File: src/sspsc_pkg.sv
`default_nettype none
// ----------------------------------------------------------------------------
// sspsc_pkg
// Shared types, constants and the pulse compare table for the servo
// position settle controller.
// ----------------------------------------------------------------------------
package sspsc_pkg;

   localparam int MODE_WIDTH    = 2;
   localparam int POS_WIDTH     = 4;
   localparam int TICKS_WIDTH   = 12;
   localparam int COUNT_WIDTH   = 16;
   localparam int COMPARE_WIDTH = 13;
   localparam int CSR_ADDR_WIDTH = 3;
   localparam int CSR_DATA_WIDTH = 32;

   // operation codes
   localparam logic [MODE_WIDTH-1:0] MODE_SET   = 2'd0;
   localparam logic [MODE_WIDTH-1:0] MODE_TICK  = 2'd1;
   localparam logic [MODE_WIDTH-1:0] MODE_POLL  = 2'd2;
   localparam logic [MODE_WIDTH-1:0] MODE_RESET = 2'd3;

   // register index
   localparam logic [0:0] REG_TICKS_PER_STEP = 1'b0;

   localparam logic [POS_WIDTH-1:0]   POS_COUNT   = 4'd13;
   localparam logic [POS_WIDTH-1:0]   HOME_POS    = 4'd6;
   localparam logic [TICKS_WIDTH-1:0] TICKS_RESET = 12'd100;
   localparam logic [COUNT_WIDTH-1:0] SETTLE_RESET =
      COUNT_WIDTH'(int'(HOME_POS) * int'(TICKS_RESET));

   typedef struct packed {
      logic [MODE_WIDTH-1:0] mode;
      logic [POS_WIDTH-1:0]  target_position;
   } req_type;

   typedef struct packed {
      logic                     accepted;
      logic                     out_of_range;
      logic                     compare_write;
      logic [COMPARE_WIDTH-1:0] pulse_compare;
      logic [POS_WIDTH-1:0]     current_position;
      logic                     ready_res;
   } rsp_type;

   function automatic logic [COMPARE_WIDTH-1:0] compare_value(
      input logic [POS_WIDTH-1:0] pos
   );
      logic [COMPARE_WIDTH-1:0] val;
      unique case (pos)
         4'd0:    val = 13'd1000;
         4'd1:    val = 13'd1417;
         4'd2:    val = 13'd1833;
         4'd3:    val = 13'd2250;
         4'd4:    val = 13'd2667;
         4'd5:    val = 13'd3083;
         4'd6:    val = 13'd3500;
         4'd7:    val = 13'd3916;
         4'd8:    val = 13'd4333;
         4'd9:    val = 13'd4750;
         4'd10:   val = 13'd5167;
         4'd11:   val = 13'd5583;
         4'd12:   val = 13'd6000;
         default: val = '0;
      endcase
      return val;
   endfunction

endpackage
`default_nettype wire

File: src/sspsc_req_if.sv
`default_nettype none
// ----------------------------------------------------------------------------
// sspsc_req_if
// Request channel: valid/ready handshake with operation and target index.
// ----------------------------------------------------------------------------
interface sspsc_req_if;
   logic       valid;
   logic       ready;
   logic [1:0] mode;
   logic [3:0] target_position;

   modport source (output valid, output mode, output target_position, input ready);
   modport sink   (input valid, input mode, input target_position, output ready);
endinterface
`default_nettype wire

File: src/sspsc_rsp_if.sv
`default_nettype none
// ----------------------------------------------------------------------------
// sspsc_rsp_if
// Result channel: valid/ready handshake with status and pulse compare value.
// ----------------------------------------------------------------------------
interface sspsc_rsp_if;
   logic        valid;
   logic        ready;
   logic        accepted;
   logic        out_of_range;
   logic        compare_write;
   logic [12:0] pulse_compare;
   logic [3:0]  current_position;
   logic        ready_res;

   modport source (output valid, output accepted, output out_of_range,
                   output compare_write, output pulse_compare,
                   output current_position, output ready_res, input ready);
   modport sink   (input valid, input accepted, input out_of_range,
                   input compare_write, input pulse_compare,
                   input current_position, input ready_res, output ready);
endinterface
`default_nettype wire

File: src/sspsc_csr.sv
`default_nettype none
// ----------------------------------------------------------------------------
// sspsc_csr
// APB-style register block holding the ticks-per-step setting.
// ----------------------------------------------------------------------------
module sspsc_csr
   import sspsc_pkg::*;
(
   input  wire logic                      clock,
   input  wire logic                      reset,
   input  wire logic                      psel,
   input  wire logic                      penable,
   input  wire logic                      pwrite,
   input  wire logic [CSR_ADDR_WIDTH-1:0] paddr,
   input  wire logic [CSR_DATA_WIDTH-1:0] pwdata,
   output logic      [CSR_DATA_WIDTH-1:0] prdata,
   output logic                           pready,
   output logic      [TICKS_WIDTH-1:0]    ticks_per_step
);

   logic [TICKS_WIDTH-1:0] ticks_ff;
   logic [TICKS_WIDTH-1:0] ticks_in;
   logic                   sel_ticks;

   // word index sits above the byte offset
   assign sel_ticks = (paddr[CSR_ADDR_WIDTH-1] == REG_TICKS_PER_STEP);

   always_comb begin
      ticks_in = ticks_ff;
      if (psel && penable && pwrite && sel_ticks) begin
         ticks_in = pwdata[TICKS_WIDTH-1:0];
      end
   end

   always_ff @(posedge clock) begin
      if (reset) begin
         ticks_ff <= TICKS_RESET;
      end else begin
         ticks_ff <= ticks_in;
      end
   end

   assign pready         = 1'b1;
   assign prdata         = sel_ticks ? CSR_DATA_WIDTH'(ticks_ff) : '0;
   assign ticks_per_step = ticks_ff;

endmodule
`default_nettype wire

File: src/sspsc_in_stage.sv
`default_nettype none
// ----------------------------------------------------------------------------
// sspsc_in_stage
// Input register for one request, released when the result stage can take it.
// ----------------------------------------------------------------------------
module sspsc_in_stage
   import sspsc_pkg::*;
(
   input  wire logic    clock,
   input  wire logic    reset,
   input  wire logic    req_valid,
   output logic         req_ready,
   input  wire req_type req_data,
   input  wire logic    advance,
   output logic         item_valid,
   output req_type      item_data
);

   logic    valid_ff;
   logic    valid_in;
   req_type data_ff;
   req_type data_in;
   logic    take;

   assign req_ready = !valid_ff || advance;
   assign take      = req_valid && req_ready;

   always_comb begin
      valid_in = valid_ff;
      data_in  = data_ff;
      if (take) begin
         valid_in = 1'b1;
         data_in  = req_data;
      end else if (advance) begin
         valid_in = 1'b0;
      end
   end

   always_ff @(posedge clock) begin
      if (reset) begin
         valid_ff <= 1'b0;
      end else begin
         valid_ff <= valid_in;
      end
   end

   always_ff @(posedge clock) begin
      data_ff <= data_in;
   end

   assign item_valid = valid_ff;
   assign item_data  = data_ff;

endmodule
`default_nettype wire

File: src/sspsc_core.sv
`default_nettype none
// ----------------------------------------------------------------------------
// sspsc_core
// Position, settle countdown and busy state, with the result register.
// ----------------------------------------------------------------------------
module sspsc_core
   import sspsc_pkg::*;
(
   input  wire logic                   clock,
   input  wire logic                   reset,
   input  wire logic [TICKS_WIDTH-1:0] ticks_per_step,
   input  wire logic                   item_valid,
   input  wire req_type                item_data,
   output logic                        advance,
   output logic                        rsp_valid,
   input  wire logic                   rsp_ready,
   output rsp_type                     rsp_data
);

   logic [POS_WIDTH-1:0]   pos_ff,   pos_in;
   logic [COUNT_WIDTH-1:0] count_ff, count_in;
   logic                   busy_ff,  busy_in;
   logic                   out_valid_ff, out_valid_in;
   rsp_type                out_ff,   out_in;

   logic [POS_WIDTH-1:0]   travel;
   logic [COUNT_WIDTH-1:0] move_count;
   logic [COUNT_WIDTH-1:0] home_count;
   logic                   acc;
   logic                   oor;
   logic                   wr;

   assign advance = item_valid && (!out_valid_ff || rsp_ready);

   assign travel = (item_data.target_position > pos_ff) ?
                   (item_data.target_position - pos_ff) :
                   (pos_ff - item_data.target_position);
   assign move_count = COUNT_WIDTH'(travel) * COUNT_WIDTH'(ticks_per_step);
   assign home_count = COUNT_WIDTH'(HOME_POS) * COUNT_WIDTH'(ticks_per_step);

   always_comb begin
      pos_in   = pos_ff;
      count_in = count_ff;
      busy_in  = busy_ff;
      acc      = 1'b0;
      oor      = 1'b0;
      wr       = 1'b0;
      unique case (item_data.mode)
         MODE_SET: begin
            // range check wins over the busy check
            if (item_data.target_position >= POS_COUNT) begin
               oor = 1'b1;
            end else if (!busy_ff) begin
               acc = 1'b1;
               if (item_data.target_position != pos_ff) begin
                  count_in = move_count;
                  pos_in   = item_data.target_position;
                  busy_in  = 1'b1;
                  wr       = 1'b1;
               end
            end
         end
         MODE_TICK: begin
            if (count_ff != '0) begin
               count_in = count_ff - 1'b1;
            end
         end
         MODE_POLL: begin
            if (busy_ff && count_ff == '0) begin
               busy_in = 1'b0;
            end
         end
         MODE_RESET: begin
            pos_in   = HOME_POS;
            count_in = home_count;
            busy_in  = 1'b1;
            wr       = 1'b1;
         end
         default: begin
         end
      endcase
   end

   always_comb begin
      out_in.accepted         = acc;
      out_in.out_of_range     = oor;
      out_in.compare_write    = wr;
      out_in.pulse_compare    = compare_value(pos_in);
      out_in.current_position = pos_in;
      out_in.ready_res        = !busy_in;
   end

   always_comb begin
      out_valid_in = out_valid_ff;
      if (advance) begin
         out_valid_in = 1'b1;
      end else if (rsp_ready) begin
         out_valid_in = 1'b0;
      end
   end

   always_ff @(posedge clock) begin
      if (reset) begin
         pos_ff       <= HOME_POS;
         count_ff     <= SETTLE_RESET;
         busy_ff      <= 1'b1;
         out_valid_ff <= 1'b0;
      end else begin
         out_valid_ff <= out_valid_in;
         if (advance) begin
            pos_ff   <= pos_in;
            count_ff <= count_in;
            busy_ff  <= busy_in;
         end
      end
   end

   always_ff @(posedge clock) begin
      if (advance) begin
         out_ff <= out_in;
      end
   end

   assign rsp_valid = out_valid_ff;
   assign rsp_data  = out_ff;

endmodule
`default_nettype wire

File: src/servo_step_position_settle_controller.sv
`default_nettype none
// ----------------------------------------------------------------------------
// servo_step_position_settle_controller
// Hobby servo position controller: 13 positions, settle countdown, busy flag.
// ----------------------------------------------------------------------------
// a request is registered in the input stage, then its result in the result register
// throughput: one request per cycle while results are taken; state update and result share one stage
// a waiting result holds the input register; a new request is taken only when it empties
// reset: position 6, countdown 600, busy set, ticks per step 100, no result
module servo_step_position_settle_controller
   import sspsc_pkg::*;
(
   input  wire logic                      clock,
   input  wire logic                      reset,
   sspsc_req_if.sink                      req_bus,
   sspsc_rsp_if.source                    rsp_bus,
   input  wire logic                      csr_psel,
   input  wire logic                      csr_penable,
   input  wire logic                      csr_pwrite,
   input  wire logic [CSR_ADDR_WIDTH-1:0] csr_paddr,
   input  wire logic [CSR_DATA_WIDTH-1:0] csr_pwdata,
   output logic      [CSR_DATA_WIDTH-1:0] csr_prdata,
   output logic                           csr_pready
);

   logic [TICKS_WIDTH-1:0] ticks_per_step;
   req_type                req_data;
   req_type                item_data;
   logic                   item_valid;
   logic                   advance;
   rsp_type                rsp_data;

   assign req_data.mode            = req_bus.mode;
   assign req_data.target_position = req_bus.target_position;

   sspsc_csr u_csr (
      .clock          (clock),
      .reset          (reset),
      .psel           (csr_psel),
      .penable        (csr_penable),
      .pwrite         (csr_pwrite),
      .paddr          (csr_paddr),
      .pwdata         (csr_pwdata),
      .prdata         (csr_prdata),
      .pready         (csr_pready),
      .ticks_per_step (ticks_per_step)
   );

   sspsc_in_stage u_in_stage (
      .clock      (clock),
      .reset      (reset),
      .req_valid  (req_bus.valid),
      .req_ready  (req_bus.ready),
      .req_data   (req_data),
      .advance    (advance),
      .item_valid (item_valid),
      .item_data  (item_data)
   );

   sspsc_core u_core (
      .clock          (clock),
      .reset          (reset),
      .ticks_per_step (ticks_per_step),
      .item_valid     (item_valid),
      .item_data      (item_data),
      .advance        (advance),
      .rsp_valid      (rsp_bus.valid),
      .rsp_ready      (rsp_bus.ready),
      .rsp_data       (rsp_data)
   );

   assign rsp_bus.accepted         = rsp_data.accepted;
   assign rsp_bus.out_of_range     = rsp_data.out_of_range;
   assign rsp_bus.compare_write    = rsp_data.compare_write;
   assign rsp_bus.pulse_compare    = rsp_data.pulse_compare;
   assign rsp_bus.current_position = rsp_data.current_position;
   assign rsp_bus.ready_res        = rsp_data.ready_res;

endmodule
`default_nettype wire

File: src/flat_wrapper.sv
// flat-port wrapper written by rule: the top's interface ports become plain ports
module servo_step_position_settle_controller_flat import sspsc_pkg::*;
  (clock, reset, csr_psel, csr_penable, csr_pwrite, csr_paddr, csr_pwdata, csr_prdata, csr_pready, req_bus_valid, req_bus_mode, req_bus_target_position, req_bus_ready, rsp_bus_valid, rsp_bus_accepted, rsp_bus_out_of_range, rsp_bus_compare_write, rsp_bus_pulse_compare, rsp_bus_current_position, rsp_bus_ready_res, rsp_bus_ready);
  sspsc_req_if req_bus_i ();
  sspsc_rsp_if rsp_bus_i ();
  input  wire logic clock;
  input  wire logic reset;
  input  wire logic csr_psel;
  input  wire logic csr_penable;
  input  wire logic csr_pwrite;
  input  wire logic [CSR_ADDR_WIDTH-1:0] csr_paddr;
  input  wire logic [CSR_DATA_WIDTH-1:0] csr_pwdata;
  output logic      [CSR_DATA_WIDTH-1:0] csr_prdata;
  output logic csr_pready;
  input wire logic [$bits(req_bus_i.valid)-1:0] req_bus_valid;
  input wire logic [$bits(req_bus_i.mode)-1:0] req_bus_mode;
  input wire logic [$bits(req_bus_i.target_position)-1:0] req_bus_target_position;
  output wire logic [$bits(req_bus_i.ready)-1:0] req_bus_ready;
  output wire logic [$bits(rsp_bus_i.valid)-1:0] rsp_bus_valid;
  output wire logic [$bits(rsp_bus_i.accepted)-1:0] rsp_bus_accepted;
  output wire logic [$bits(rsp_bus_i.out_of_range)-1:0] rsp_bus_out_of_range;
  output wire logic [$bits(rsp_bus_i.compare_write)-1:0] rsp_bus_compare_write;
  output wire logic [$bits(rsp_bus_i.pulse_compare)-1:0] rsp_bus_pulse_compare;
  output wire logic [$bits(rsp_bus_i.current_position)-1:0] rsp_bus_current_position;
  output wire logic [$bits(rsp_bus_i.ready_res)-1:0] rsp_bus_ready_res;
  input wire logic [$bits(rsp_bus_i.ready)-1:0] rsp_bus_ready;
  assign req_bus_i.valid = req_bus_valid;
  assign req_bus_i.mode = req_bus_mode;
  assign req_bus_i.target_position = req_bus_target_position;
  assign req_bus_ready = req_bus_i.ready;
  assign rsp_bus_valid = rsp_bus_i.valid;
  assign rsp_bus_accepted = rsp_bus_i.accepted;
  assign rsp_bus_out_of_range = rsp_bus_i.out_of_range;
  assign rsp_bus_compare_write = rsp_bus_i.compare_write;
  assign rsp_bus_pulse_compare = rsp_bus_i.pulse_compare;
  assign rsp_bus_current_position = rsp_bus_i.current_position;
  assign rsp_bus_ready_res = rsp_bus_i.ready_res;
  assign rsp_bus_i.ready = rsp_bus_ready;
  servo_step_position_settle_controller u_core (.clock(clock), .reset(reset), .req_bus(req_bus_i), .rsp_bus(rsp_bus_i), .csr_psel(csr_psel), .csr_penable(csr_penable), .csr_pwrite(csr_pwrite), .csr_paddr(csr_paddr), .csr_pwdata(csr_pwdata), .csr_prdata(csr_prdata), .csr_pready(csr_pready));
endmodule
File: config.mk
export PLATFORM = sky130hd
export DESIGN_NAME = servo_step_position_settle_controller_flat
export DESIGN_NICKNAME = d
export VERILOG_FILES = /design/src/sspsc_pkg.sv /design/src/sspsc_req_if.sv /design/src/sspsc_rsp_if.sv /design/src/sspsc_csr.sv /design/src/sspsc_in_stage.sv /design/src/sspsc_core.sv /design/src/servo_step_position_settle_controller.sv /design/src/flat_wrapper.sv
export SDC_FILE = /design/constraint.sdc
export NUM_CORES = 1
export LEC_CHECK = 0
export ABC_AREA = 1
export BUFFER_PORTS_ARGS = -buffer_cell sky130_fd_sc_hd__buf_2
export CAP_MARGIN = 20
export CORE_AREA = 2 2 113 115
export DETAILED_ROUTE_END_ITERATION = 16
export DIE_AREA = 0 0 115 117
export PLACE_DENSITY_LB_ADDON = 0.12
export RECOVER_POWER = 25
export REMOVE_ABC_BUFFERS = 1
export SYNTH_ARGS = -nofsm -noshare
export SYNTH_HDL_FRONTEND = slang
export SYNTH_SLANG_ARGS = --single-unit
File: constraint.sdc
create_clock -name clock -period 3.95 [get_ports clock]
set_input_delay 0.1975 -clock clock [delete_from_list [all_inputs] [get_ports clock]]
set_output_delay 0.1975 -clock clock [all_outputs]
set_load 0.005 [all_outputs]
# Word level (Yosys, flattened, before mapping)
# Memory sizes are Yosys's and may differ from the RTL's. A register that Yosys moved wholly into a read port is not among the register bits.
# Index checks and enable logic that the tools add are counted.
# word_totals
mem_bits_ro,208
mem_count,1
output_inout_bits,56
ff_bits,49
wordCells,75
inputBits,48
# memory_table
name,words,word_bits,read_ports,rd_ports_with_merged_regs,wr,line,rtl
(name not given),16,13,1,1,0,sspsc_pkg.sv:50,unique case (pos)
# classes
magnitude_cmp,2
reduce_logical,19
muxes,25
n_mul,2
add_sub_neg,3
bitwise,2
eq_ne,8
# ops
cell,n
$mux W16,4
$pmux W16 S3,1
$logic_not A16 Y1,1
$mul A4 B12 Y16,1
$mux W4,4
$reduce_bool A16 Y1,1
$sub A16 B1 Y16 const B,1
$mul A2 B12 Y14 const A,1
$mux W1,12
$mux W12,1
$ne A2 B2 Y1 const B,4
$pmux W4 S2,1
$sub A4 B4 Y4,2
$logic_and A1 B1 Y1,6
$reduce_and A6 Y1,1
$eq A2 B2 Y1 const B,2
$ge A4 B4 Y1 const B,1
$gt A4 B4 Y1,1
$ne A4 B4 Y1,1
$reduce_bool A2 Y1,2
$logic_not A1 Y1,3
$pmux W1 S3,1
$reduce_bool A3 Y1,1
$eq A2 B1 Y1 const B,1
other kinds (5),7

# Logic depth before layout (Yosys ltp)
# Gate-level depths: netlist of run 1.
# logic_depth
ltp_word,7
ltp_mapped,30
ltp_nobuf,29

# Cells and area by module
# A second synthesis of run 1 with hierarchy kept.
# hier_totals
hier_cells,943
area_unflattened_um2,6243.5
# by_module_without_submodules
module,seq_area_each_um2,area_per_inst_um2,cells_per_inst,n_inst
sspsc_core,1071.0,5247.5,806,1
sspsc_csr,240.2,768.2,125,1
sspsc_in_stage,200.2,227.7,12,1

# Worst setup path before layout of run 1
# OpenSTA, ideal clock, no wires.
# synth_path
path_kind,register to register
from,"register u_core.u_in_stage.data_ff, in the netlist u_core.u_in_stage.item_data[0]"
to,register u_core.u_core.count_ff[15]
period_less_slack_ps,4165
path_buffers,1
t_arrival_ps,4095
required_ps,3880
setup_ps,70
path_stages_with_launch,29
path_slack_ps,-215
cell_sequence,edfxtp_1 -> inv_1 -> ha_1 -> inv_1 -> fa_1 -> nand2_1 -> inv_1 -> o21ai_2 -> nand2_1 -> nand2_2 -> inv_2 -> or2_1 -> o21ai_2 -> buf_6 -> nor2_1 -> fa_1 -> inv_1 -> fa_1 -> inv_1 -> ha_1 -> nand2_1 -> inv_1 -> a21oi_1 -> nor2_1 -> nor2_1 -> nand2_1 -> nand2_1 -> nand3_1 -> a21oi_1
# synth_between
elab_chain_cells,7
word_cells_on_any_way,14
cone_classes,2 x add/sub; 1 x mul; 2 x order compare; 3 x eq/ne; 5 x mux; 1 x reduce/logical
# synth_lines
item,line,rtl
"start, declared",sspsc_in_stage.sv:21,req_type data_ff;
"start signal, assigned",sspsc_in_stage.sv:48,data_ff <= data_in;
"$sub A4 B4 Y4, or another cell as far along",sspsc_core.sv:37,(pos_ff - item_data.target_position);
$mux W4,sspsc_core.sv:35,assign travel = (item_data.target_position > pos_ff) ?
$mul A4 B12 Y16,sspsc_core.sv:38,assign move_count = COUNT_WIDTH'(travel) * COUNT_WIDTH'(ticks_per_step);
$mux W16,sspsc_core.sv:55,if (item_data.target_position != pos_ff) begin
$mux W16,sspsc_core.sv:53,end else if (!busy_ff) begin
$mux W16,sspsc_core.sv:51,if (item_data.target_position >= POS_COUNT) begin
$pmux W16 S3,sspsc_core.sv:48,unique case (item_data.mode)
"end signal, assigned",sspsc_core.sv:112,count_ff <= count_in;
"end, declared",sspsc_core.sv:21,"logic [COUNT_WIDTH-1:0] count_ff, count_in;"
# Several ways; a longest one is shown, not always the timed one. The select of a mux whose other input is x is not followed.
# A chain may end at the register's enable or synchronous reset.

# Worst setup path after layout of run 1
# layout_path
from,"register u_core.u_in_stage.data_ff, in the netlist u_core.u_in_stage.item_data[0]"
to,register u_core.u_core.count_ff[13]
# Same word-level chain as after synthesis.

==> run summary, run 1 <==
outcome - finished with violations
failing checks - negative setup slack
initial drt markers - 479
clock tree buffer depth - 2
Ports - 104
final hold viol count - 0
pins over their slew limit - 0
diode count - 0
WL per Instance - 13.9 um
worst rel slew slack - 0.397
global-route wire length before repair - 26300 um
Seq/Total Area, Yosys - 0.253
Max stage delay on crit path - 520 ps
setup ws final - -361 ps
vias in the first global route - 5529
Die Width - 115 um
hold crit path type - input port to flop
FMAX - 232 MHz
period utilization - 1.09
Worst Path Max Fanout - 7
Placer Congestion - 0.890
most frequent cells in the layout - nand2_1 (155), inv_1 (125), nor2_1 (105), nand3_1 (60), buf_4 (52)
VDD IR-drop max - 0.238 mV
PD cells - 434 mW/mm^2
Clock Latency Late Sink - 340 ps
post-layout util - 0.615
Antenna Nets Post-Route - 0
antenna violations before repair - 0
final instance area - 0.00757 mm^2
Synth Flop Type - dfxtp_1
commonest non-fill, non-tap cell in the layout - nand2_1
fill count - 1148
CP most frequent cell - inv_2
placed cell area - 0.00666 mm^2
total wire length - 16000 um
CTS tree - built
hpwl dp - 12100 um
flops & latches, synth - 62
total grt overflow - 0
fin nets - 1113
Via Count - 5890
share of cells above drive strength 1 - 0.269
clk_skew - 7.80 ps
Max-cap violations - 0
CP Data Arrival Time - 4550 ps
min Tclk post-route - 4310 ps
height of the chip - 117 um
unrepaired setup endpoints after global routing - true
Leakage - 0.00377 uW
Crit Path Category - flop to flop
CTS Buf Count - 9
synth unique cells - 40
Worst EP required - 4190 ps
# port buffers - 60
post-synthesis cell count - 881
Detailed Routing Iterations Pass 1 - 5
Synthesis Warnings - 0
Worst-path clk slew - 50 ps
Core ar. - 0.0123 mm^2
area of the mapped netlist - 0.00597 mm^2
Critical Path End Type - flop
All-Layer GR Usage - 0.249
largest net degree at the start of global routing - 27
Sink Count - 62
CP Launch Type - flop
endpoints failing setup - 13
Post-synth EDFFs - 27
Area Overhead vs Synth - 26.8%
Rows - 41
CTS root buffer - clkbuf_16
Final TNS setup - -3800 ps
CP max-delay cell - fa_1
FFs w/ async S/R, synth - 0
DRC errors left - 0
Initial Util - 0.485
vias per cell - 5.14
Die ar. - 0.0135 mm^2
Avg Cell Area, Syn - 6.78 um^2
Worst Tran Pin Value - 903 ps
pre-CTS setup slack - -570 ps
htree depth - 3
==> layer usage <==
metal	vias up	wire (um)	global-route usage
met2	148	7890	0.447
met5	-	0	0
met1	2721	6960	0.299
met4	0	485	0.0819
met3	33	615	0.0505
li1	2988	-	-
==> Yosys cell counts, types with 3 or more instances <==
cell / instances / area [um^2]
a21oi_1: 53 / 265
buf_2: 6 / 30.0
buf_4: 23 / 173
buf_6: 5 / 56.3
clkbuf_1: 5 / 18.8
dfxtp_1: 35 / 701
edfxtp_1: 27 / 811
fa_1: 23 / 460
ha_1: 50 / 626
inv_1: 147 / 552
inv_2: 6 / 22.5
nand2_1: 192 / 721
nand2_2: 4 / 25.0
nand3_1: 74 / 370
nand3_2: 4 / 40.0
nand3b_1: 7 / 52.6
nand4_1: 11 / 68.8
nor2_1: 125 / 469
o211ai_1: 9 / 67.6
o21ai_0: 32 / 160
o21ai_1: 14 / 70.1
or2_2: 3 / 18.8
xor2_1: 3 / 26.3
==> sequential cells by signal, summed over array words and instances (netlist names) <==
signal,count
u_core.u_core.busy_ff,1
u_core.u_core.count_ff,16
u_core.u_core.pos_ff,4
u_core.u_core.rsp_data,21
u_core.u_core.rsp_valid,1
u_core.u_csr.ticks_per_step,12
u_core.u_in_stage.item_data,6
u_core.u_in_stage.item_valid,1
==> critical path: cells and delay by family, from the launching register on <==
family	cells	cell delay, ps
AOI/OAI and AO/OA	2	240
DFF	1	390
buffers and inverters	9	670
adders and majority gates	5	1810
and+or+nand+nor	13	1100
==> cell type report <==
type	count	area [um^2]	area share
multi-input combinational	644	4200	0.555
sequential	62	1510	0.200
timing repair buffer	120	777	0.103
inverter	155	582	0.0768
clock buffer	10	229	0.0302
tap	150	188	0.0248
clock inverter	6	86.3	0.0114
==> final timing paths <==
path,startpoint,end,slack (ps),cells after the start
worst max register to register,u_core.u_in_stage.item_data[0],u_core.u_core.count_ff[13],-360,29
worst max-delay path,u_core.u_in_stage.item_data[0],u_core.u_core.count_ff[13],-360,29
worst min register to register,u_core.u_core.count_ff[9],u_core.u_core.count_ff[9],490,2
worst min-delay path,req_bus_target_position[3],u_core.u_in_stage.item_data[3],30,1
==> power by group <==
part           total, uW  internal, uW  switching (uW)
clock                854           551             303
combinational       1680           728             954
sequential           750           722            28.1
==> kinds of logic (layout without fill, tap and decap cells) <==
| group | after synthesis | count (layout) | share of synthesized area |
|---|---|---|---|
| simple gates | 429 | 429 | 0.307 |
| other cells | 2 | 21 | 0.00126 |
| compound gates | 117 | 117 | 0.107 |
| xor+xnor | 4 | 4 | 0.00587 |
| flops | 62 | 62 | 0.253 |
| buf+inv | 194 | 291 | 0.144 |
| fa+ha+maj | 73 | 73 | 0.182 |
==> through the flow <==
stage	hold slack [ps]	instances	total power [uW]
final	28.8	1147	3290
after global routing	19.9	1147	3510
after CTS	23.4	1143	3040
after detailed placement	376	1123	1940
after global placement	378	1123	1940
after floorplan	267	861	1470
==> what timing repair did <==
action	in CTS	in global routing
hold buffers	0	0
resized for setup	77	77
buffers inserted	4	5
setup endpoints to repair	13	13
pin swaps	32	48
Note: power is estimated with default switching activity, not from simulation.
==> inputs of run 2 (changes only) <==
clock period = 5 ns   (was 3.95 ns; I/O delays follow)
==> run 2 against run 1 <==
Against the previous run:
- the flow now finishes without violations
- via count down 7.5%
- total power fell by 36%
- count of clock-buffer cells in the layout is 2 higher
- largest cell class unchanged
==> run summary, run 2 (same netlist as run 1, synthesis figures left out) <==
outcome - completed
Crit Path Category - flop to flop
most frequent cells in the layout - nand2_1 (189), inv_1 (147), nor2_1 (125), nand3_1 (74), a21oi_1 (52)
Comb pwr share - 0.374 (-0.138)
final instance area - 0.00661 mm^2 (-13%)
Antenna Nets Post-Route - 0 (unchanged)
largest net degree at the start of global routing - 27 (unchanged)
DRC errors left - 0 (unchanged)
fin nets - 1056 (-5.1%)
All-Layer GR Usage - 0.228 (-0.0210)
Cells on Worst Hold Path - 1 (unchanged)
final hold viol count - 0 (unchanged)
VDD IR-drop max - 0.168 mV (-30%)
Bufs and invs on worst path - 5 (-4)
switching share of power - 0.365 (-0.0262)
clock tree buffer depth - 2 (unchanged)
Final TNS setup - 0 ps (+3800 ps)
htree depth - 3 (unchanged)
Critical R2R Capture - u_core.u_core.count_ff[14]
Worst EP required - 5230 ps (+1040 ps)
Clock Latency Late Sink - 340 ps (about the same)
uppermost layer routed - met4
initial drt markers - 318 (-34%)
total grt overflow - 0 (unchanged)
global-route wire length before repair - 24000 um (-9.0%)
CTS tree - built
# port buffers - 60 (unchanged)
period utilization - 0.924 (-0.167)
FF-to-FF setup slack - 380 ps (+740 ps)
Max-cap violations - 0 (unchanged)
total wire length - 14200 um (-11%)
hpwl dp - 11000 um (-8.9%)
Initial Util - 0.485 (unchanged)
placed cells - 1071 (-4.6%)
Top Family by Delay on Critical Path - adder cells
Leakage - 0.00341 uW (-9.7%)
vias per cell - 5.00 (-2.6%)
RR Startpoint - u_core.u_in_stage.item_data[0]
Max stage delay on crit path - 550 ps (+30 ps)
FMAX - 216 MHz (-6.7%)
hold crit path type - input port to flop
non-filler instance count after layout - 1090 (-5.0%)
CP Data Arrival Time - 4850 ps (+300 ps)
Via Count - 5450 (-7.5%)
Worst-path clk slew - 60 ps (about the same)
Area Overhead vs Synth - 10.7%
Core ar. - 0.0123 mm^2 (unchanged)
clk_skew - 8.36 ps (+0.555 ps)
vias in the first global route - 5121 (-7.4%)
Worst Path Max Fanout - 10 (+3)
antenna violations before repair - 0 (unchanged)
Die Width - 115 um (unchanged)
Hold Crit Endpoint - u_core.u_in_stage.item_data[5]
Ports - 104 (unchanged)
min-delay src - req_bus_mode[1]
PD cells - 316 mW/mm^2 (-27%)
Rows - 41 (unchanged)
cts hold-fix bufs - 0 (unchanged)
pins over their slew limit - 0 (unchanged)
Int Power - 1330 uW (-34%)
Critical Path End Type - flop
WL per Instance - 13.0 um (-6.6%)
Worst Tran Pin Value - 934 ps (+30.9 ps)
height of the chip - 117 um (unchanged)
CTS root buffer - clkbuf_16
endpoints failing setup - 0 (-13)
diode count - 0 (unchanged)
Die ar. - 0.0135 mm^2 (unchanged)
Clk pwr share - 0.342 (+0.082)
Sink Count - 62 (unchanged)
CP max-delay cell - fa_1
WL met1 - 6460 um (-7.3%)
Detailed Routing Iterations Pass 1 - 5 (unchanged)
CP Launch Type - flop
commonest non-fill, non-tap cell in the layout - nand2_1
Placer Congestion - 0.872 (-2.1%)
worst rel slew slack - 0.375 (-0.0222)
Psw - 761 uW (-41%)
WL met3 - 528 um (-14%)
min Tclk post-route - 4620 ps (+309 ps)
share of cells above drive strength 1 - 0.0979 (-0.171)
sequential share of power - 0.285 (+0.057)
placed cell area - 0.00625 mm^2 (-6.1%)
CTS Buf Count - 9 (unchanged)
met2 wire len - 6880 um (-13%)
reg2reg path depth - 26 (-10%)
number of flip-flops in the largest register - 21 (unchanged)
## run 2: changes by cell type in the layout (fill, tap and decap cells not counted), moves of 20 or more
| cell | previous run | this run |
|---|---|---|
| nand2_2 | 33 | 7 |
| inv_1 | 125 | 147 |
| nand2_1 | 155 | 189 |
| buf_4 | 52 | 3 |
| nor2_1 | 105 | 125 |
| inv_2 | 28 | 6 |
## run 2: worst max-delay path by stage
stage                                             to  depth (start not counted)                            from  slack [ps]
after CTS                 u_core.u_core.count_ff[15]                         27  u_core.u_in_stage.item_data[0]         190
after detailed placement  u_core.u_core.count_ff[15]                         26  u_core.u_in_stage.item_data[0]         210
after floorplan           u_core.u_core.count_ff[15]                         27  u_core.u_in_stage.item_data[0]         830
final                     u_core.u_core.count_ff[14]                         26  u_core.u_in_stage.item_data[0]         380
after global routing      u_core.u_core.count_ff[15]                         27  u_core.u_in_stage.item_data[0]         -20
after global placement    u_core.u_core.count_ff[15]                         23  u_core.u_in_stage.item_data[2]         290
## run 2: metal layers
layer | vias up | global-route usage
li1 | 2881 | -
met1 | 2433 | 0.280
met2 | 114 | 0.402
met3 | 22 | 0.0412
met4 | 0 | 0.0811
met5 | - | 0
## run 2: metrics by stage
step	util	power, uW	hold slack [ps]	setup WS, ps
finish	0.537	2090	83.6	380
global route	0.537	2250	73.1	-17.5
CTS	0.535	2080	74.8	191
detailed placement	0.508	1360	428	209
global placement	0.508	1360	428	286
floorplan	-	1160	319	828
## run 2: cell type report
class	instances	area [um^2]
flip-flops and latches	62	1510
clock buffers	12	236
fillers	1267	5700
repair buffers	63	307
multi-input cells	644	3690
clock inverters	4	95.1
inverters	155	582
well taps	150	188
## run 2: what timing repair did
item                                    4_1_cts  5_1_grt
endpoints found under the setup margin        0        7
gates resized for setup                       0        5
buffers inserted                              0        3
## run 2: power by group through the flow
stage               registers [uW]  logic, uW  clock network, uW
global placement               604        754                  0
floorplan                      600        564                  0
detailed placement             604        757                  0
CTS                            594        763                723
global route                   598        905                748
finish                         594        780                713
